`config.mk`:
```
export PLATFORM = sky130hd
export DESIGN_NAME = swod_rank
export DESIGN_NICKNAME = d
export VERILOG_FILES = /design/src/hw/rtl/swod_pkg.sv /design/src/hw/rtl/swod_rank.sv
export SDC_FILE = /design/constraint.sdc
export NUM_CORES = 2
export LEC_CHECK = 0
export ABC_AREA = 1
export BUFFER_PORTS_ARGS = -buffer_cell sky130_fd_sc_hd__buf_2
export CAP_MARGIN = 5
export CORE_MARGIN = 3
export CORE_UTILIZATION = 50
export CTS_CLUSTER_DIAMETER = 30
export DETAILED_ROUTE_END_ITERATION = 10
export GPL_TIMING_DRIVEN = 0
export PLACE_DENSITY = 0.73
export SLEW_MARGIN = 30
export SYNTH_ARGS = -nofsm -noshare
export SYNTH_HDL_FRONTEND = slang
export SYNTH_SLANG_ARGS = --single-unit
```
`constraint.sdc`:
```
create_clock -name i_clk -period 7.9 [get_ports i_clk]
set_input_delay 0.79 -clock i_clk [delete_from_list [all_inputs] [get_ports i_clk]]
set_output_delay 0.79 -clock i_clk [all_outputs]
set_load 0.01 [all_outputs]
```
`src/hw/rtl/swod_pkg.sv`:
```
// ----------------------------------------------------------------------------
// Sliding-window outlier detector package
// Shared widths, register reset values, register indexes and control types.
// ----------------------------------------------------------------------------
package swod_pkg;

    localparam int WINDOW_MAX_DEF = 64;

    localparam int SAMPLE_W = 16;
    localparam int MEAN_W   = 24;
    localparam int STD_W    = 24;
    localparam int LEN_W    = 7;
    localparam int THR_W    = 12;
    localparam int KEY_W    = SAMPLE_W + 3;

    localparam logic [LEN_W-1:0] WINDOW_LENGTH_RST = 7'd64;
    localparam logic [THR_W-1:0] Z_THR_RST         = 12'd768;
    localparam logic [THR_W-1:0] MODZ_THR_RST      = 12'd896;
    localparam logic [THR_W-1:0] IQR_MULT_RST      = 12'd384;

    localparam int MODZ_W = 16;
    localparam logic [MODZ_W-1:0] MODZ_CONST = 16'd44204;
    localparam int IQR_MIN_COUNT = 4;
    localparam int STAT_MIN_COUNT = 2;

    localparam int APB_ADDR_W = 4;
    localparam int APB_DATA_W = 32;

    typedef enum logic [1:0] {
        REG_WINDOW_LENGTH,
        REG_Z_THRESHOLD,
        REG_MODZ_THRESHOLD,
        REG_IQR_MULT
    } t_reg_idx;

    typedef enum logic {
        SEL_VALUE,
        SEL_DEVIATION
    } t_key_sel;

    typedef enum logic {
        OP_DIV,
        OP_SQRT
    } t_arith_op;

    typedef struct packed {
        logic      start;
        t_arith_op op;
    } t_arith_ctl;

    typedef struct packed {
        logic     start;
        t_key_sel sel;
    } t_rank_ctl;

endpackage

```
`src/hw/rtl/swod_rank.sv`:
```
// ----------------------------------------------------------------------------
// Window store and rank selector
// Holds the sample window and finds order statistics by counting, for each
// entry, the entries that sort ahead of it (one compare per cycle).
// ----------------------------------------------------------------------------
module swod_rank #(
    parameter int WINDOW_MAX = 64,
    parameter int CW         = 7,
    parameter int AW         = 6
) (
    input  logic                                i_clk,
    input  logic                                i_rst_n,
    input  logic                                i_wr_en,
    input  logic [AW-1:0]                       i_wr_addr,
    input  logic signed [swod_pkg::SAMPLE_W-1:0] i_wr_data,
    input  logic [AW-1:0]                       i_rd_addr,
    output logic signed [swod_pkg::SAMPLE_W-1:0] o_rd_data,
    input  swod_pkg::t_rank_ctl                 i_ctl,
    input  logic signed [swod_pkg::SAMPLE_W:0]   i_med2,
    input  logic [CW-1:0]                       i_count,
    output logic                                o_done,
    output logic signed [swod_pkg::KEY_W-1:0]    o_lo,
    output logic signed [swod_pkg::KEY_W-1:0]    o_hi,
    output logic signed [swod_pkg::KEY_W-1:0]    o_q1,
    output logic signed [swod_pkg::KEY_W-1:0]    o_q3
);
    import swod_pkg::*;

    typedef enum logic [2:0] {
        ST_IDLE,
        ST_LOAD,
        ST_KEY,
        ST_SCAN,
        ST_RANK
    } t_state;

    logic signed [SAMPLE_W-1:0] r_mem [WINDOW_MAX];
    logic signed [SAMPLE_W-1:0] r_rd;

    t_state                  r_state;
    t_key_sel                r_sel;
    logic signed [SAMPLE_W:0] r_m2;
    logic [CW-1:0]           r_n;
    logic [CW-1:0]           r_i;
    logic [CW-1:0]           r_j;
    logic [CW-1:0]           r_pj;
    logic                    r_pv;
    logic [CW-1:0]           r_cnt;
    logic signed [KEY_W-1:0] r_ki;
    logic signed [KEY_W-1:0] r_lo;
    logic signed [KEY_W-1:0] r_hi;
    logic signed [KEY_W-1:0] r_q1;
    logic signed [KEY_W-1:0] r_q3;
    logic                    r_done;

    logic [AW-1:0]           rd_addr;
    logic signed [KEY_W-1:0] key_j;
    logic                    ahead;
    logic [CW-1:0]           k_hi;
    logic [CW-1:0]           k_lo;
    logic [CW-1:0]           k_q1;
    logic [CW+1:0]           n3;
    logic [CW-1:0]           k_q3;

    function automatic logic signed [KEY_W-1:0] f_key(
        input logic signed [SAMPLE_W-1:0] v,
        input t_key_sel                   sel,
        input logic signed [SAMPLE_W:0]   m2
    );
        logic signed [SAMPLE_W+1:0] t;
        logic [SAMPLE_W+1:0]        a;
        t = $signed({v[SAMPLE_W-1], v, 1'b0}) - $signed({m2[SAMPLE_W], m2});
        a = t[SAMPLE_W+1] ? $unsigned(-t) : $unsigned(t);
        if (sel == SEL_VALUE) begin
            return {{(KEY_W-SAMPLE_W){v[SAMPLE_W-1]}}, v};
        end
        return $signed({1'b0, a});
    endfunction

    always_comb begin
        case (r_state)
            ST_LOAD: rd_addr = r_i[AW-1:0];
            ST_SCAN: rd_addr = r_j[AW-1:0];
            default: rd_addr = i_rd_addr;
        endcase
        key_j = f_key(r_rd, r_sel, r_m2);
        ahead = (key_j < r_ki) || ((key_j == r_ki) && (r_pj < r_i));
        k_hi  = r_n >> 1;
        k_lo  = r_n[0] ? k_hi : k_hi - 1'b1;
        k_q1  = r_n >> 2;
        n3    = {2'b00, r_n} + {1'b0, r_n, 1'b0};
        k_q3  = n3[CW+1:2];
    end

    always_ff @(posedge i_clk) begin
        if (i_wr_en) begin
            r_mem[i_wr_addr] <= i_wr_data;
        end
        r_rd <= r_mem[rd_addr];
    end

    always_ff @(posedge i_clk) begin
        if (!i_rst_n) begin
            r_state <= ST_IDLE;
            r_done  <= 1'b0;
            r_pv    <= 1'b0;
        end else begin
            r_done <= 1'b0;
            case (r_state)
                ST_IDLE: begin
                    if (i_ctl.start) begin
                        r_sel   <= i_ctl.sel;
                        r_m2    <= i_med2;
                        r_n     <= i_count;
                        r_i     <= '0;
                        r_state <= ST_LOAD;
                    end
                end
                ST_LOAD: begin
                    r_state <= ST_KEY;
                end
                ST_KEY: begin
                    r_ki    <= key_j;
                    r_j     <= '0;
                    r_cnt   <= '0;
                    r_pv    <= 1'b0;
                    r_state <= ST_SCAN;
                end
                ST_SCAN: begin
                    if (r_pv && ahead) begin
                        r_cnt <= r_cnt + 1'b1;
                    end
                    if (r_j < r_n) begin
                        r_pv <= 1'b1;
                        r_pj <= r_j;
                        r_j  <= r_j + 1'b1;
                    end else begin
                        r_pv <= 1'b0;
                        if (!r_pv) begin
                            r_state <= ST_RANK;
                        end
                    end
                end
                ST_RANK: begin
                    if (r_cnt == k_lo) r_lo <= r_ki;
                    if (r_cnt == k_hi) r_hi <= r_ki;
                    if (r_cnt == k_q1) r_q1 <= r_ki;
                    if (r_cnt == k_q3) r_q3 <= r_ki;
                    if (r_i == r_n - 1'b1) begin
                        r_done  <= 1'b1;
                        r_state <= ST_IDLE;
                    end else begin
                        r_i     <= r_i + 1'b1;
                        r_state <= ST_LOAD;
                    end
                end
                default: r_state <= ST_IDLE;
            endcase
        end
    end

    assign o_rd_data = r_rd;
    assign o_done    = r_done;
    assign o_lo      = r_lo;
    assign o_hi      = r_hi;
    assign o_q1      = r_q1;
    assign o_q3      = r_q3;

endmodule

```
**Yosys cells after proc, flatten, opt, wreduce, memory -nomap -nowiden**

Memories as Yosys holds them, arrays and structs flattened. A register that Yosys moved wholly into a read port is not among the register bits.
Index checks and enable logic that the tools add are counted.

- Reductions and logical operators: 18
- Equal/unequal tests: 16
- Order comparisons: 3
- $add $sub $neg: 8
- Mux-type cells: 21

Operator list:

| cell | count |
|---|---|
| case mux 7 bit (2 select lines) | 3 |
| 2-to-1 mux 7 bit | 5 |
| AND reduction 3 bit | 9 |
| adder 7 x 1 -> 7 bit (second input constant) | 3 |
| equality test 7 bit | 3 |
| equality test 19 bit | 1 |
| less-than comparator 19 bit | 1 |
| 2-to-1 mux 19 bit | 1 |
| 2-to-1 mux 18 bit | 1 |
| negator 18 bit | 1 |
| subtractor 17 x 17 -> 18 bit | 1 |
| case mux 3 bit (5 select lines) | 1 |
| less-than comparator 7 bit | 2 |
| inequality test 2 bit (second input constant) | 6 |
| case mux 6 bit (2 select lines) | 1 |
| adder 7 x 8 -> 9 bit | 1 |
| 2-to-1 mux 3 bit | 3 |
| equality test 7 x 5 -> 1 bit | 1 |
| equality test 7 x 6 -> 1 bit | 1 |
| subtractor 6 x 1 -> 7 bit (second input constant) | 1 |
| subtractor 7 x 1 -> 7 bit (second input constant) | 1 |
| equality test 3 x 2 -> 1 bit (second input constant) | 2 |
| 2-to-1 mux 1 bit | 5 |
| AND reduction 2 bit | 2 |
| other kinds (8) | 10 |

- Memories kept: 1
- Memory bits (writable): 1,024
- Bits in registers: 153
- Input port bits: 57
- Output and inout port bits: 93

Memories:

| memory | depth | width | rd ports | clocked after memory_dff | wr ports | line | text |
|---|---|---|---|---|---|---|---|
| r_mem | 64 | 16 | 1 | 1 | 1 | swod_rank.sv:37 | `logic signed [SAMPLE_W-1:0] r_mem [WINDOW_MAX];` |

**Depth between registers and ports, before layout**

- Depth after elaboration: 10
- Gate-level depth with buffers: 28
- Mapped depth without buffers: 28

**Worst setup path after synthesis**

No wires, ideal clock.

- Kind: input -> register
- Start: in i_rst_n
- End: reg r_q1[0], in the netlist o_q1[0] (enable)
- Path slack: 3.189 ns
- Cell stages on the path: 4
- Library setup time: 0.499 ns
- Required time: 7.401 ns
- Arrival: 4.211 ns
- Cell sequence: inv_1 > nor2_1 > inv_1 > a2111oi_0

- Cells in the longest elaborated chain, start to end: 1

RTL lines:

| item | line | text |
|---|---|---|
| start: declaration | swod_rank.sv:12 | `input logic i_rst_n,` |
| AND reduction 3 bit (no source line) | -- |  |
| end signal: assignment | swod_rank.sv:147 | `if (r_cnt == k_q1) r_q1 <= r_ki;` |
| end: declaration | swod_rank.sv:52 | `logic signed [KEY_W-1:0] r_q1;` |

Every way passes these cells.
A chain may end at the register's enable or synchronous reset.

**Final worst setup path**

- Start: reg r_m2[0]
- End: reg r_cnt[0] (enable)

- Cells in the longest elaborated chain, start to end: 10

RTL lines:

| item | line | text |
|---|---|---|
| start: declaration | swod_rank.sv:42 | `logic signed [SAMPLE_W:0] r_m2;` |
| start signal: assignment | swod_rank.sv:113 | `r_m2 <= i_med2;` |
| subtractor 17 x 17 -> 18 bit * | swod_rank.sv:72 | `t = $signed({v[SAMPLE_W-1], v, 1'b0}) - $signed({m2[SAMPLE_W], m2});` |
| negator 18 bit | swod_rank.sv:73 | `a = t[SAMPLE_W+1] ? $unsigned(-t) : $unsigned(t);` |
| 2-to-1 mux 18 bit * | swod_rank.sv:73 |  |
| 2-to-1 mux 19 bit * | swod_rank.sv:77 | `return $signed({1'b0, a});` |
| net key_j[13] | swod_rank.sv:57 | `logic signed [KEY_W-1:0] key_j;` |
| branches (longest 2 deep; another with less-than comparator 19 bit) | -- |  |
| logical OR 1 bit * | swod_rank.sv:87 | `ahead = (key_j < r_ki) \|\| ((key_j == r_ki) && (r_pj < r_i));` |
| logical AND 1 bit * | swod_rank.sv:130 | `if (r_pv && ahead) begin` |
| inequality test 2 bit (no source line) * | -- |  |
| AND reduction 3 bit (no source line) * | -- |  |
| end signal: assignment | swod_rank.sv:131 | `r_cnt <= r_cnt + 1'b1;` |
| end: declaration | swod_rank.sv:48 | `logic [CW-1:0] r_cnt;` |

Mark *: on every way through the listed nets, which the timed path passes.

==> flow_summary.yaml <==
synthesis:
  avgSynthCellArea_sq_um: 11.9
  mappedNetlistArea_sq_mm: 0.0516
  yosysSeqAreaShare_pct: 69.0
  synthArstFlopShare_pct: 0
  synth_fp_nets: 4468
  synth_cells: 4341
  synth-edff-count: 1172
  ys_ff_latch: 1193
  ys_types: 43
  ys_warn_count: 0
  synth-main-ff-cell: "edfxtp_1"
critical_path:
  slowest_delay_ns: 0.52
  cpMostUsedCell: "nand2_1"
  cp_max_fo: 8
  worst_setup_path_end_kind: "flip-flop"
  crit_arrival_ns: 5.37
  path_cells: "inv_1 -> fa_1 -> or2_0 -> and2_1 -> nor2_1 -> nand2_1 -> nor2_1 -> nand3_1 -> nor2_1 -> nand2_1 -> nand2_1 -> nand3b_1 -> nand2_1 -> a21oi_1 -> ha_1 -> nand2_1 -> nor4_1 -> nand4_1 -> nor3_1 -> nand2_1 -> nand2_1 -> nand2_1 -> a21oi_1"
  critPathLaunchType: "flip-flop"
  slowest_stage: "a21oi_1"
  ff2ff_path_depth: 23
  crit_required_ns: 8.28
  critPathKind: "reg -> reg"
outcome:
  status: "finished clean"
placed_design:
  dp.cells: 5908
  place.detailed.hpwl_microns: 96500
  io_buffers: 145
  gp_congestion: 0.939
clocking:
  ctsRootBufferMaster: "clkbuf_16"
  clk_latency_ns: 0.80
  clockBufferDepth: 3
  hold_buffers: 0
  htree_levels: 4
  clock_sinks: 1193
  cts_resized: 0
  tritoncts: "done"
  clk_pin_slew_ns: 0.05
  cts-buffers-inserted: 202
  post-cts-setup-buffers: 0
worst_hold_path:
  whs_path_depth: 1
  hold_class: "in -> reg"
sta:
  setup_viol: 0
  whs_ns: 0.172
  finalClockSkew_ns: 0.0566
  min_period_ns: 5.00
  tightest_slew_ns: 1.12
  fin_crit_sh_pct: 63.2
  hold_violations: 0
  grt_setup_unrepaired: "false"
  setup_tns_ns: 0
  maxSlewViolCount: 0
  slew_headroom_pct: 25.0
  clock.fmax_ghz: 0.200
route:
  met2_length_microns: 69900
  drt-wirelength-per-cell_microns: 23.1
  wl_met1_microns: 53700
  topRoutingLayerUsed: "met5"
  vias_per_cell: 5.74
  antenna_left: 0
  drc: 0
  vias: 36136
  dr.pass1.iters: 8
  drt_iter0_markers: 4637
  route.met3.wl_microns: 15200
  wl_microns: 146000
floorplan:
  fp.dieArea_sq_mm: 0.107
  initial_core_util_pct: 50.6
  num_rows: 117
  die_w_microns: 327
  boundaryPins: 150
  die_y_microns: 327
  core_sq_mm: 0.102
power_and_ir_drop:
  vdd_drop_max_v: 0.000281
  combPwrFrac_pct: 17.8
  p_int_mw: 14.3
  power_leakage_nw: 23.9
  switching_power_mw: 5.92
  swShare_pct: 29.3
  seq_power_share_pct: 35.7
  p_per_area_mw_per_mm2: 324
  p_clk_share_pct: 46.5
finish:
  n_fill_cell: 7613
  drive_gt1_share_pct: 15.7
  layout.cells.non_filler: 6296
  area_growth_pct: 20.8
  insertedDiodeCount: 0
  fin_nets: 4873
grt:
  grt_pass1_wl_microns: 215000
  gr-total-overflow: 0
  grtUsageTotal_pct: 27.0
  antenna_found_initial: 6
  grt_max_degree: 65
  grt_pass1_vias: 35131
flow_run:
  maxCapViolCount: 0
-- worst paths after layout --
path	start	to	slack (ns)
max reg2reg	r_m2[0]$_DFFE_PP_	r_cnt[0]$_SDFFCE_PN0P_	2.90
max	r_m2[0]$_DFFE_PP_	r_cnt[0]$_SDFFCE_PN0P_	2.90
min	i_med2[0]	r_m2[0]$_DFFE_PP_	0.17
min reg2reg	r_ki[4]$_DFFE_PP_	o_q3[4]$_DFFE_PP_	0.52
-- stage by stage --
stage,power (mW),instance area (sq um),setup WS [ns],utilization [%]
2_1_floorplan,9.48,51600,3.19,-
3_3_place_gp,10.7,54000,0.954,53.0
3_5_place_dp,10.8,54800,2.95,53.7
4_1_cts,20.1,62300,2.86,61.0
5_1_grt,20.8,62300,2.46,61.1
6_report,20.2,62300,2.90,61.1
-- Yosys cell counts (2+ instances only) --
master	instances	area, sq um
or2_2	3	18.8
nor2_1	141	529
o2111ai_1	2	17.5
ha_1	68	851
xnor2_1	14	123
nand3b_1	5	37.5
o22ai_1	3	18.8
xor2_1	28	245
a2111oi_0	2	17.5
inv_2	7	26.3
nor3b_1	4	30.0
o21ai_0	55	275
nand3_1	533	2670
o21ai_2	2	17.5
nand4_1	18	113
o21ai_1	6	30.0
buf_1	25	93.8
and2_1	2	12.5
nor3_1	13	65.1
a21oi_1	53	265
clkbuf_1	78	293
dfxtp_1	21	420
o211ai_2	10	125
nor2_4	3	33.8
buf_2	89	445
nor4_1	15	93.8
inv_1	677	2540
buf_6	30	338
edfxtp_1	1172	35200
a211oi_1	3	22.5
a31oi_1	4	25.0
buf_4	8	60.1
fa_1	2	40.0
nand2_1	760	2850
o21a_1	5	37.5
o211ai_1	473	3550
-- final cells by class --
cell class                 count  area, sq um  share of cell area [%]
timing repair buffer         201         1290                    2.07
buffer                       230         1230                    1.98
clock inverter               169         2340                    3.75
inverter                     684         2570                    4.12
sequential                  1193        35600                    57.2
tap                         1368         1710                    2.75
multi-input combinational   2234        12400                    19.9
clock buffer                 217         5130                    8.24
-- power by group through the flow --
| stage | Sequential (mW) | Combinational (mW) | Clock (mW) |
|---|---|---|---|
| final | 7.21 | 3.60 | 9.38 |
| after global routing | 7.21 | 3.89 | 9.74 |
| after detailed placement | 7.33 | 3.48 | 0 |
| after floorplan | 7.30 | 2.19 | 0 |
| after CTS | 7.21 | 3.52 | 9.41 |
| after global placement | 7.33 | 3.37 | 0 |
-- logic make-up (layout without fill, tap and decap cells) --
kind of cell	after synthesis	in the layout	share of synthesized area, %
AND/OR/NAND/NOR	1502	1502	12.6
flip-flops	1193	1193	69.0
buffers and inverters	914	1501	7.36
XOR/XNOR	42	42	0.713
adder cells (fa/ha/maj)	70	70	1.73
AO/OA/AOI/OAI	620	620	8.57
-- registers in the layout, indices dropped and copies added, names as in the netlist, 16 cells and up --
register	count
r_m2	17
r_ki	19
r_mem	1024
o_q3	19
o_lo	19
o_q1	19
o_hi	19
o_rd_data	16
-- cell usage in the layout, fill, tap and decap left out, types with 28 or more instances in the layout --
| cell type | n |
|---|---|
| a21oi_1 | 53 |
| buf_2 | 252 |
| buf_6 | 36 |
| bufinv_16 | 41 |
| clkbuf_1 | 90 |
| clkbuf_16 | 202 |
| clkinv_2 | 32 |
| edfxtp_1 | 1172 |
| ha_1 | 68 |
| inv_1 | 677 |
| nand2_1 | 760 |
| nand3_1 | 533 |
| nor2_1 | 83 |
| nor2_2 | 54 |
| o211ai_1 | 473 |
| o21ai_0 | 55 |
| xor2_1 | 28 |
-- worst max-delay path, delay by kind of cell, from the launching register on --
family                     cells  cell delay (ns)
and+or+nand+nor               18             2.67
DFF                            1             0.33
adders and majority gates      2             0.81
buffers and inverters          1             0.15
AOI/OAI and AO/OA              2             0.61
-- per-layer routing --
layer / track usage, % / vias to the layer above
met5: 0 / -
met2: 44.4 / 2254
met3: 5.48 / 416
met4: 12.8 / 4
met1: 34.4 / 17233
li1: - / 16229
No activity file was read; power rests on OpenSTA's default activity.
