--- src/hw/rtl/swod_pkg.sv ---
// ----------------------------------------------------------------------------
// Sliding-window outlier detector package
// Shared widths, register reset values, register indexes and control types.
// ----------------------------------------------------------------------------
package swod_pkg;

    localparam int WINDOW_MAX_DEF = 64;

    localparam int SAMPLE_W = 16;
    localparam int MEAN_W   = 24;
    localparam int STD_W    = 24;
    localparam int LEN_W    = 7;
    localparam int THR_W    = 12;
    localparam int KEY_W    = SAMPLE_W + 3;

    localparam logic [LEN_W-1:0] WINDOW_LENGTH_RST = 7'd64;
    localparam logic [THR_W-1:0] Z_THR_RST         = 12'd768;
    localparam logic [THR_W-1:0] MODZ_THR_RST      = 12'd896;
    localparam logic [THR_W-1:0] IQR_MULT_RST      = 12'd384;

    localparam int MODZ_W = 16;
    localparam logic [MODZ_W-1:0] MODZ_CONST = 16'd44204;
    localparam int IQR_MIN_COUNT = 4;
    localparam int STAT_MIN_COUNT = 2;

    localparam int APB_ADDR_W = 4;
    localparam int APB_DATA_W = 32;

    typedef enum logic [1:0] {
        REG_WINDOW_LENGTH,
        REG_Z_THRESHOLD,
        REG_MODZ_THRESHOLD,
        REG_IQR_MULT
    } t_reg_idx;

    typedef enum logic {
        SEL_VALUE,
        SEL_DEVIATION
    } t_key_sel;

    typedef enum logic {
        OP_DIV,
        OP_SQRT
    } t_arith_op;

    typedef struct packed {
        logic      start;
        t_arith_op op;
    } t_arith_ctl;

    typedef struct packed {
        logic     start;
        t_key_sel sel;
    } t_rank_ctl;

endpackage

--- src/hw/rtl/swod_arith.sv ---
// ----------------------------------------------------------------------------
// Shift-subtract unit
// Restoring divider (one quotient bit per cycle) and integer square root
// (one root bit per cycle) sharing one shift register and counter.
// ----------------------------------------------------------------------------
module swod_arith #(
    parameter int NUM_W = 62,
    parameter int DEN_W = 14
) (
    input  logic                  i_clk,
    input  logic                  i_rst_n,
    input  swod_pkg::t_arith_ctl  i_ctl,
    input  logic [NUM_W-1:0]      i_num,
    input  logic [DEN_W-1:0]      i_den,
    output logic                  o_done,
    output logic [NUM_W-1:0]      o_result
);
    import swod_pkg::*;

    localparam int RT_W  = NUM_W / 2;
    localparam int SR_W  = RT_W + 2;
    localparam int CNT_W = $clog2(NUM_W + 1);

    logic              r_busy;
    t_arith_op         r_op;
    logic [CNT_W-1:0]  r_cnt;
    logic [NUM_W-1:0]  r_acc;
    logic [DEN_W-1:0]  r_den;
    logic [DEN_W-1:0]  r_rem;
    logic [RT_W-1:0]   r_root;
    logic [SR_W-1:0]   r_srem;
    logic              r_done;

    logic [DEN_W:0]    div_sh;
    logic              div_ge;
    logic [DEN_W:0]    div_diff;
    logic [SR_W+1:0]   sq_sh;
    logic [SR_W+1:0]   sq_trial;
    logic              sq_ge;
    logic [SR_W+1:0]   sq_diff;

    always_comb begin
        div_sh   = {r_rem, r_acc[NUM_W-1]};
        div_ge   = (div_sh >= {1'b0, r_den});
        div_diff = div_sh - {1'b0, r_den};
        sq_sh    = {r_srem, r_acc[NUM_W-1 -: 2]};
        sq_trial = {2'b00, r_root, 2'b01};
        sq_ge    = (sq_sh >= sq_trial);
        sq_diff  = sq_sh - sq_trial;
    end

    always_ff @(posedge i_clk) begin
        if (!i_rst_n) begin
            r_busy <= 1'b0;
            r_done <= 1'b0;
            r_op   <= OP_DIV;
            r_cnt  <= '0;
        end else begin
            r_done <= 1'b0;
            if (i_ctl.start && !r_busy) begin
                r_busy <= 1'b1;
                r_op   <= i_ctl.op;
                r_acc  <= i_num;
                r_den  <= i_den;
                r_rem  <= '0;
                r_srem <= '0;
                r_root <= '0;
                r_cnt  <= (i_ctl.op == OP_DIV) ? CNT_W'(NUM_W) : CNT_W'(RT_W);
            end else if (r_busy) begin
                if (r_op == OP_DIV) begin
                    r_rem <= div_ge ? div_diff[DEN_W-1:0] : div_sh[DEN_W-1:0];
                    r_acc <= {r_acc[NUM_W-2:0], div_ge};
                end else begin
                    r_srem <= sq_ge ? sq_diff[SR_W-1:0] : sq_sh[SR_W-1:0];
                    r_root <= {r_root[RT_W-2:0], sq_ge};
                    r_acc  <= {r_acc[NUM_W-3:0], 2'b00};
                end
                r_cnt <= r_cnt - 1'b1;
                if (r_cnt == CNT_W'(1)) begin
                    r_busy <= 1'b0;
                    r_done <= 1'b1;
                end
            end
        end
    end

    assign o_done   = r_done;
    assign o_result = (r_op == OP_DIV) ? r_acc : {{(NUM_W-RT_W){1'b0}}, r_root};

endmodule

--- config.mk ---
export PLATFORM = sky130hd
export DESIGN_NAME = swod_arith
export DESIGN_NICKNAME = d
export VERILOG_FILES = /design/src/hw/rtl/swod_pkg.sv /design/src/hw/rtl/swod_arith.sv
export SDC_FILE = /design/constraint.sdc
export NUM_CORES = 1
export LEC_CHECK = 0
export BUFFER_PORTS_ARGS = -buffer_cell sky130_fd_sc_hd__buf_4
export CAP_MARGIN = 20
export CORE_MARGIN = 4
export CORE_UTILIZATION = 30
export CTS_BUF_LIST = sky130_fd_sc_hd__clkbuf_8
export CTS_CLUSTER_DIAMETER = 100
export CTS_CLUSTER_SIZE = 28
export DETAILED_ROUTE_END_ITERATION = 8
export GPL_TIMING_DRIVEN = 0
export MAX_ROUTING_LAYER = met4
export PLACE_DENSITY = 0.59
export SLEW_MARGIN = 15
export SYNTH_ARGS = -nofsm -noshare
export SYNTH_HDL_FRONTEND = slang
export SYNTH_SLANG_ARGS = --single-unit
--- constraint.sdc ---
create_clock -name i_clk -period 8.6 [get_ports i_clk]
set_input_delay 0.86 -clock i_clk [delete_from_list [all_inputs] [get_ports i_clk]]
set_output_delay 0.86 -clock i_clk [all_outputs]
set_load 0.01 [all_outputs]
Yosys cells after proc, flatten, opt, wreduce, memory -nomap -nowiden
Index checks and enable logic that the tools add are counted.

Add/subtract/negate cells: 3. $lt $le $gt $ge: 2. Eq/ne operators: 2. Muxes and demuxes: 19. Bitwise operators: 2. Reductions and logical operators: 9.

Operators with widths (number): $mux 62 (4); $mux 33 (3); $mux 31 (2); $mux 14 (3); $ge 35x33->1 (1); $sub 33x33->33 (1); $mux 6 (3); $ge 15x14->1 (1); $sub 14x14->14 (1); $eq 6x1->1 const B (1); $reduce_and 3->1 (2); $sub 6x1->6 const B (1); $mux 1 (4); $reduce_and 2->1 (2); $reduce_bool 2->1 (2); $reduce_or 3->1 (1); $ne 2x1->1 const B (1); $not 1->1 (2); $logic_and 1x1->1 (1); $logic_not 1->1 (1).

Flip-flop bits (word level): 163. Input bits: 80.

Logic depth before layout (Yosys ltp)
Gate-level depths: netlist (run 1).

Depth in word-level cells: 4. Depth in mapped cells: 14. Mapped depth without buffers: 12.

Worst setup path before layout (run 1)
Ideal clock, no wire load.

Path type: register to register. Start: register r_op. End: register r_root[0], enable pin. Setup time: 0.584 ns. Arrival time: 5.906 ns. Data required time: 8.016 ns. Path slack: 2.110 ns. Stages on the path, launching flop included: 6. Path buffers: 3. Cells stage by stage: dfxtp_1 > clkbuf_1 > clkbuf_1 > clkbuf_1 > nand2_1 > a21boi_0.

Word-level cells in the longest chain between the ends: 2.

Ends and longest elaborated chain: start, declared (RTL line swod_arith.sv:25) `t_arith_op r_op;`; start signal, assigned (RTL line swod_arith.sv:62) `r_op <= i_ctl.op;`; $reduce_bool 2->1 (no source line); $reduce_and 3->1 (no source line); end signal, assigned (RTL line swod_arith.sv:75) `r_root <= {r_root[RT_W-2:0], sq_ge};`; end, declared (RTL line swod_arith.sv:30) `logic [RT_W-1:0] r_root;`.

Every way passes these cells. A chain may end at the register's enable or synchronous reset.

Final worst setup path (run 1)
Start: register r_op. End: output o_result[30].

Word-level cells in the longest chain between the ends: 1.

Ends and longest elaborated chain: $mux 62 (RTL line swod_arith.sv:88) `assign o_result = (r_op == OP_DIV) ? r_acc : {{(NUM_W-RT_W){1'b0}}, r_root};`; end, declared (RTL line swod_arith.sv:16) `output logic [NUM_W-1:0] o_result`.

Every way passes these cells.

==> impl_results.md, run 1 <==
- P_leak: 4.963 nW
- Hold Crit Class: flop to flop
- Syn nets: 1,137
- Worst hold margin: 534.2 ps
- Overall die area: 0.03684 mm2
- Peak VDD IR: 0.00008416 V
- Final worst path period share: 46.99%
- Port buffer count: 142
- Sequential share of the synthesized area: 47.34%
- 1st-pass router iterations: 7
- Total CTS buffers: 17
- Level count of the clock H-tree: 4
- Inserted Diodes: 0
- CP required: 7740 ps
- Headroom to the max-slew limit: 17.04%
- Clock root buffer: clkbuf_8
- Post-layout min period: 4041 ps
- Die Span X: 191.9 um
- Slew Limit Fails: 0
- Core ar.: 0.03345 mm2
- Chip Height: 191.9 um
- WP data arrival: 3180 ps
- Final-stage net count: 1,303
- Critical path class: flop to output pin
- TritonCTS clock tree: built
- Fraction of registers with async set or reset after synthesis: 0%
- Top cell by count, worst path: clkbuf_1
- Finished Core Util: 36.65%
- Yosys cell types: 67
- P per Cell Area: 171.3 mW/mm2
- Largest net degree at the start of global routing: 39
- Clock slew at reported path FFs: 100 ps
- RSZ-0062 raised after global routing: no
- Top-Level Pins: 143
- DRT iter0 DRCs: 401
- Area post-placement: 0.01191 mm2
- Layout cells sized above 1: 20.15%
- Clock tree buffer depth: 2
- WL per Instance: 16.65 um
- Syn Inst Count: 1,007
- Share of the synthesized area in the top cell type: 45.57%
- Max cap viols: 0
- Clock skew: 25.16 ps
- CP max-delay cell: clkbuf_1
- First-pass GRT wire length: 41.92 mm
- CP Max Fanout: 10
- Area growth syn-to-layout: 20.79%
- Final Hold Fails: 0
- Vias: 7,978
- Initial core utilization: 30.34%
- Top post-synthesis cells by area: edfxtp_1, ha_1, mux2i_1
- Worst setup SP type: flop
- Synth Area per Inst: 10.08 um2
- Max Clk Rate: 247.5 MHz
- Post-route DRC: 0
- Max incr delay on CP: 670 ps
- #FFs+latches synth: 163
- Synth area leader: edfxtp_1
- Setup_tns: 0 ps
- Mapped cell area: 0.01015 mm2
- DRT antenna net count: 0
- Synth Flop Type: edfxtp_1
- Cell depth of the worst min-delay path: 1
- Via density: 4.882
- R2R depth: 12
- Worst-Skew Late Latency: 470 ps
- Status: finished, final reports clean
- Hpwl dp: 20.87 mm
- Setup Fix Bufs, Post-CTS: 0
- Post-CTS Resized: 0
- # hold bufs at CTS: 0
- Crit path capture type: output pin
- Syn. warnings: 0
- Clk sink count: 163
- GRT Residual Overflow: 0
- WL final: 27.21 mm
- Total power: 2.099 mW
- Gr usage total: 14.80%
- Finished Cell Area: 0.01226 mm2
- Cells along the critical path: clkbuf_1 > clkbuf_1 > clkbuf_1 > mux2_2 > buf_4
- Vias in the first global route: 7,898
- RD Place Congestion: 0.8763
- Row Count: 67
- Initial antenna violation count: 0
- Post-synth EDFFs: 154
- Finish-stage setup viols: 0
- Slew at the pin closest to its max-slew limit: 1213 ps
## sequential cells by signal, indices dropped and copies added (netlist names)
signal / count
r_busy: 1
r_den: 14
o_done: 1
r_cnt: 6
r_acc: 62
r_rem: 14
r_srem: 33
r_root: 31
r_op: 1
## cells in the mapped netlist (all sizes together), types with 2 or more instances
library cell / instances
nand4b: 2
nand2b: 6
nor3: 13
a21o: 15
o21ai: 85
o21bai: 5
and3: 7
a311o: 2
o311ai: 3
a2111oi: 3
mux2: 31
nor2b: 35
o211a: 3
nor2: 107
a31oi: 6
or3: 4
nor4b: 2
mux2i: 60
nand2: 97
nand4: 10
buf: 15
nand3: 10
ha: 49
o31ai: 9
inv: 63
o211ai: 7
o31a: 2
edfxtp: 154
a211o: 2
xnor2: 23
a21oi: 79
dfxtp: 9
xor2: 13
o21a: 7
a31o: 4
a211oi: 6
and2: 4
a41oi: 2
a21boi: 5
clkbuf: 35
## worst paths after layout
path / startpoint / endpoint / slack (ps)
worst min-delay path: r_cnt[4]$_SDFFE_PN0N_ / r_cnt[4]$_SDFFE_PN0N_ / 530
worst max register to register: r_acc[61]$_DFFE_PP_ / r_rem[1]$_SDFFCE_PP0P_ / 5190
worst min register to register: r_cnt[4]$_SDFFE_PN0N_ / r_cnt[4]$_SDFFE_PN0N_ / 530
worst max-delay path: r_op$_SDFFE_PN0P_ / o_result[30] / 4560
## kinds of logic after synthesis
| kind of cell | count (synthesis) | share of synthesized area (%) |
|---|---|---|
| mux | 91 | 9.358 |
| flops | 163 | 47.34 |
| buf+inv | 113 | 4.636 |
| compound gates | 254 | 15.89 |
| xor+xnor | 36 | 3.107 |
| simple gates | 300 | 13.43 |
| fa+ha+maj | 50 | 6.238 |
## where the power goes
group / switching [mW] / internal [mW]
Sequential: 0.0344 / 0.954
Combinational: 0.322 / 0.257
Clock: 0.320 / 0.212
Total: 0.676 / 1.42
## layout make-up
cell class	count	area, um2
Fill cell	3394	21190
Multi-Input combinational cell	731	4888
Sequential cell	163	4805
Timing Repair Buffer	147	1180
Tap cell	448	560.5
Clock buffer	18	247.7
Inverter	63	239.0
Buffer	50	234.0
Clock inverter	14	103.9
## layout by cell type (no fill, tap or decap), types with 15 or more instances in the layout
| cell type | instances |
|---|---|
| edfxtp_1 | 154 |
| a21o_1 | 15 |
| nor2_1 | 105 |
| a21oi_1 | 78 |
| inv_1 | 63 |
| mux2i_1 | 60 |
| buf_4 | 142 |
| clkbuf_8 | 18 |
| nor2b_1 | 35 |
| mux2_2 | 31 |
| ha_1 | 49 |
| xnor2_1 | 23 |
| nand2_1 | 97 |
| o21ai_0 | 82 |
| clkbuf_1 | 35 |
## stage by stage
| step | instances | setup slack (ps) |
|---|---|---|
| 3_3_place_gp | 1597 | -1215 |
| 6_report | 1634 | 4559 |
| 5_1_grt | 1634 | 4320 |
| 3_5_place_dp | 1602 | 4827 |
| 4_1_cts | 1634 | 4408 |
| 2_1_floorplan | 1007 | 2110 |
## critical path, delay by kind of cell (launching register included)
kind	cells	cell delay (ps)
flip-flops	1	320
buffers and inverters	4	1960
multiplexers	1	430
## per-layer routing
| layer | track usage, % | vias to the layer above | wire length (um) |
|---|---|---|---|
| met5 | - | - | 0 |
| met3 | 2.599 | 21 | 1070 |
| li1 | - | 3971 | - |
| met2 | 24.73 | 153 | 13190 |
| met1 | 18.65 | 3833 | 12480 |
| met4 | 3.895 | 0 | 464 |
(Power assumes the default switching activity.)
==> inputs of run 2 (changes only) <==
--- a/config.mk
+++ b/config.mk
@@ -15,7 +15,7 @@
 export DETAILED_ROUTE_END_ITERATION = 8
 export GPL_TIMING_DRIVEN = 0
 export MAX_ROUTING_LAYER = met4
-export PLACE_DENSITY = 0.59
+export PLACE_DENSITY = 0.61
 export SLEW_MARGIN = 15
 export SYNTH_ARGS = -nofsm -noshare
 export SYNTH_HDL_FRONTEND = slang
==> constraint.sdc (replaced) <==
create_clock -name i_clk -period 3.5 [get_ports i_clk]
set_input_delay 0.35 -clock i_clk [delete_from_list [all_inputs] [get_ports i_clk]]
set_output_delay 0.35 -clock i_clk [all_outputs]
set_load 0.01 [all_outputs]
==> impl_results.md, run 2 (same netlist as run 1, synthesis figures left out) <==
- Largest register by flop count: r_acc
- Post-layout min period: 3296 ps
- Max cap viols: 0 (unchanged)
- Clock root buffer: clkbuf_8
- 1st-pass router iterations: 5 (-2)
- Peak VDD IR: 0.0002237 V (+170%)
- Clock slew at reported path FFs: 100 ps (about the same)
- Die Span X: 191.9 um (unchanged)
- Final-stage net count: 1,309 (+0.46%)
- Reg2reg setup slack: 200 ps (-4990 ps)
- Post-route DRC: 0 (unchanged)
- Finish-stage setup viols: 0 (unchanged)
- Overall die area: 0.03684 mm2 (unchanged)
- Final Hold Fails: 0 (unchanged)
- Cell depth of the worst min-delay path: 1 (unchanged)
- Final worst path period share: 94.18%
- Hold Crit Class: primary input to flop
- Core ar.: 0.03345 mm2 (unchanged)
- Vias: 8,018 (+0.50%)
- GRT Residual Overflow: 0 (unchanged)
- CP required: 3720 ps (-4020 ps)
- Area growth syn-to-layout: 21.56%
- Max Clk Rate: 303.4 MHz
- Via density: 4.889 (+0.13%)
- Worst reg2reg startpoint: r_acc[61]$_DFFE_PP_
- DRT iter0 DRCs: 422 (+5.2%)
- Most common cell after layout, fill and taps aside: edfxtp_1
- Crit path capture type: flop
- WP data arrival: 3520 ps (+340 ps)
- DRT antenna net count: 0 (unchanged)
- Worst Hold End: r_den[12]$_DFFE_PP_
- Max reg flops: 62 (unchanged)
- Gr usage total: 14.77% (-0.030 points)
- Clk sink count: 163 (unchanged)
- Slew Limit Fails: 0 (unchanged)
- Vias in the first global route: 8,189 (+3.7%)
- Chip Height: 191.9 um (unchanged)
- Worst-Skew Late Latency: 470 ps (about the same)
- Status: finished, final reports clean
- Most frequent cells in the layout: edfxtp_1, buf_4, nor2_1, nand2_1, o21ai_0
- Biggest regs: r_acc: 62 flops, r_srem: 33 flops, r_root: 31 flops
- Inserted Diodes: 0 (unchanged)
- Layout cells sized above 1: 20.81% (+0.65 points)
- Level count of the clock H-tree: 4 (unchanged)
- RR Endpoint: r_srem[30]$_SDFFCE_PP0P_
- WL final: 26.91 mm (-1.1%)
- First-pass GRT wire length: 42.42 mm (+1.2%)
- P per Cell Area: 425.7 mW/mm2 (+150%)
- Initial antenna violation count: 0 (unchanged)
- Headroom to the max-slew limit: 28.97% (+12 points)
- TritonCTS clock tree: built
- Top-Level Pins: 143 (unchanged)
- P_leak: 5.010 nW (+0.95%)
- RD Place Congestion: 0.8833 (+0.80%)
- Initial core utilization: 30.34% (unchanged)
- # hold bufs at CTS: 0 (unchanged)
- Critical path class: flop to flop
- Worst setup SP type: flop
- Hpwl dp: 20.77 mm (-0.47%)
- R2R depth: 11 (-1)
- Clock tree buffer depth: 2 (unchanged)
- Port buffer count: 142 (unchanged)
- WL per Instance: 16.41 um (-1.4%)
- Min-delay src: i_den[12]
- Finished Core Util: 36.88% (+0.24 points)
- Largest net degree at the start of global routing: 42 (+7.7%)
- Total CTS buffers: 17 (unchanged)
- Setup_tns: 0 ps (unchanged)
- CP Max Fanout: 5 (-5)
- Row Count: 67 (unchanged)
- Slew at the pin closest to its max-slew limit: 1039 ps (-174.5 ps)
- RSZ-0062 raised after global routing: no
- Clock skew: 21.32 ps (-3.841 ps)
run 2: cell count changes in the layout (fill, tap and decap cells not counted), moves of 2 or more:
cell | before | now
buf_4 | 142 | 148
clkbuf_1 | 35 | 33
clkbuf_2 | 0 | 2
clkinv_2 | 3 | 0
run 2: layout make-up:
type / instances / area, um2
plain buffers: 50 / 236.5
repair buffers: 153 / 1217
well taps: 448 / 560.5
multi-input cells: 731 / 4896
clock inverters: 13 / 121.4
inverters: 63 / 239.0
fillers: 3400 / 21110
flip-flops and latches: 163 / 4805
clock buffers: 19 / 261.5
run 2: stage by stage:
step / area (um2) / total power, mW / cells / setup slack [ps] / hold WS [ps]
global placement: 11780 / 3.861 / 1597 / -1600 / 484.1
global route: 12340 / 5.557 / 1640 / 31.85 / 16.76
floorplan: 10150 / 3.414 / 1007 / 49.65 / 448.9
finish: 12340 / 5.252 / 1640 / 203.6 / 56.18
detailed placement: 11880 / 3.893 / 1601 / 46.68 / 504.7
CTS: 12260 / 5.297 / 1633 / 30.24 / 22.73
run 2: what timing repair did:
| action | in CTS | in global routing |
|---|---|---|
| gates resized for setup | 1 | 3 |
| setup buffers | 0 | 7 |
| pin swaps | 0 | 1 |
| endpoints found under the setup margin | 4 | 62 |
run 2: worst max-delay path by stage:
stage,start,to,cells after the start
floorplan,r_op$_SDFFE_PN0P_,r_root[0]$_SDFFCE_PP0P_,5
global placement,r_op$_SDFFE_PN0P_,r_root[19]$_SDFFCE_PP0P_,5
detailed placement,r_acc[61]$_DFFE_PP_,r_rem[1]$_SDFFCE_PP0P_,12
CTS,r_acc[61]$_DFFE_PP_,r_rem[1]$_SDFFCE_PP0P_,12
global route,r_root[3]$_SDFFCE_PP0P_,r_srem[7]$_SDFFCE_PP0P_,13
finish,r_acc[61]$_DFFE_PP_,r_srem[30]$_SDFFCE_PP0P_,11
run 2: per-layer routing:
metal / GRT usage [%] / part of all wire (%) / vias up
met4: 4.530 / 2.2 / 0
li1: - / - / 3990
met2: 24.59 / 48 / 163
met3: 2.526 / 3.9 / 31
met5: - / 0 / -
met1: 18.47 / 46 / 3834
run 2: critical path, stage by stage (launching register included):
cell      delay, ps
edfxtp_1        520
inv_1           220
ha_1            240
nor2b_1          70
o31a_1          290
o21ai_2         240
a31oi_1         190
o31ai_2         380
a211oi_1        140
o21a_1          200
or3_1           330
a31o_1          220
run 2: power by group:
group | switching, mW | internal, mW | total [mW] | leakage, nW
clock network | 0.786 | 0.613 | 1.40 | 0.200
logic | 0.787 | 0.637 | 1.42 | 3.27
registers | 0.0853 | 2.34 | 2.43 | 1.54
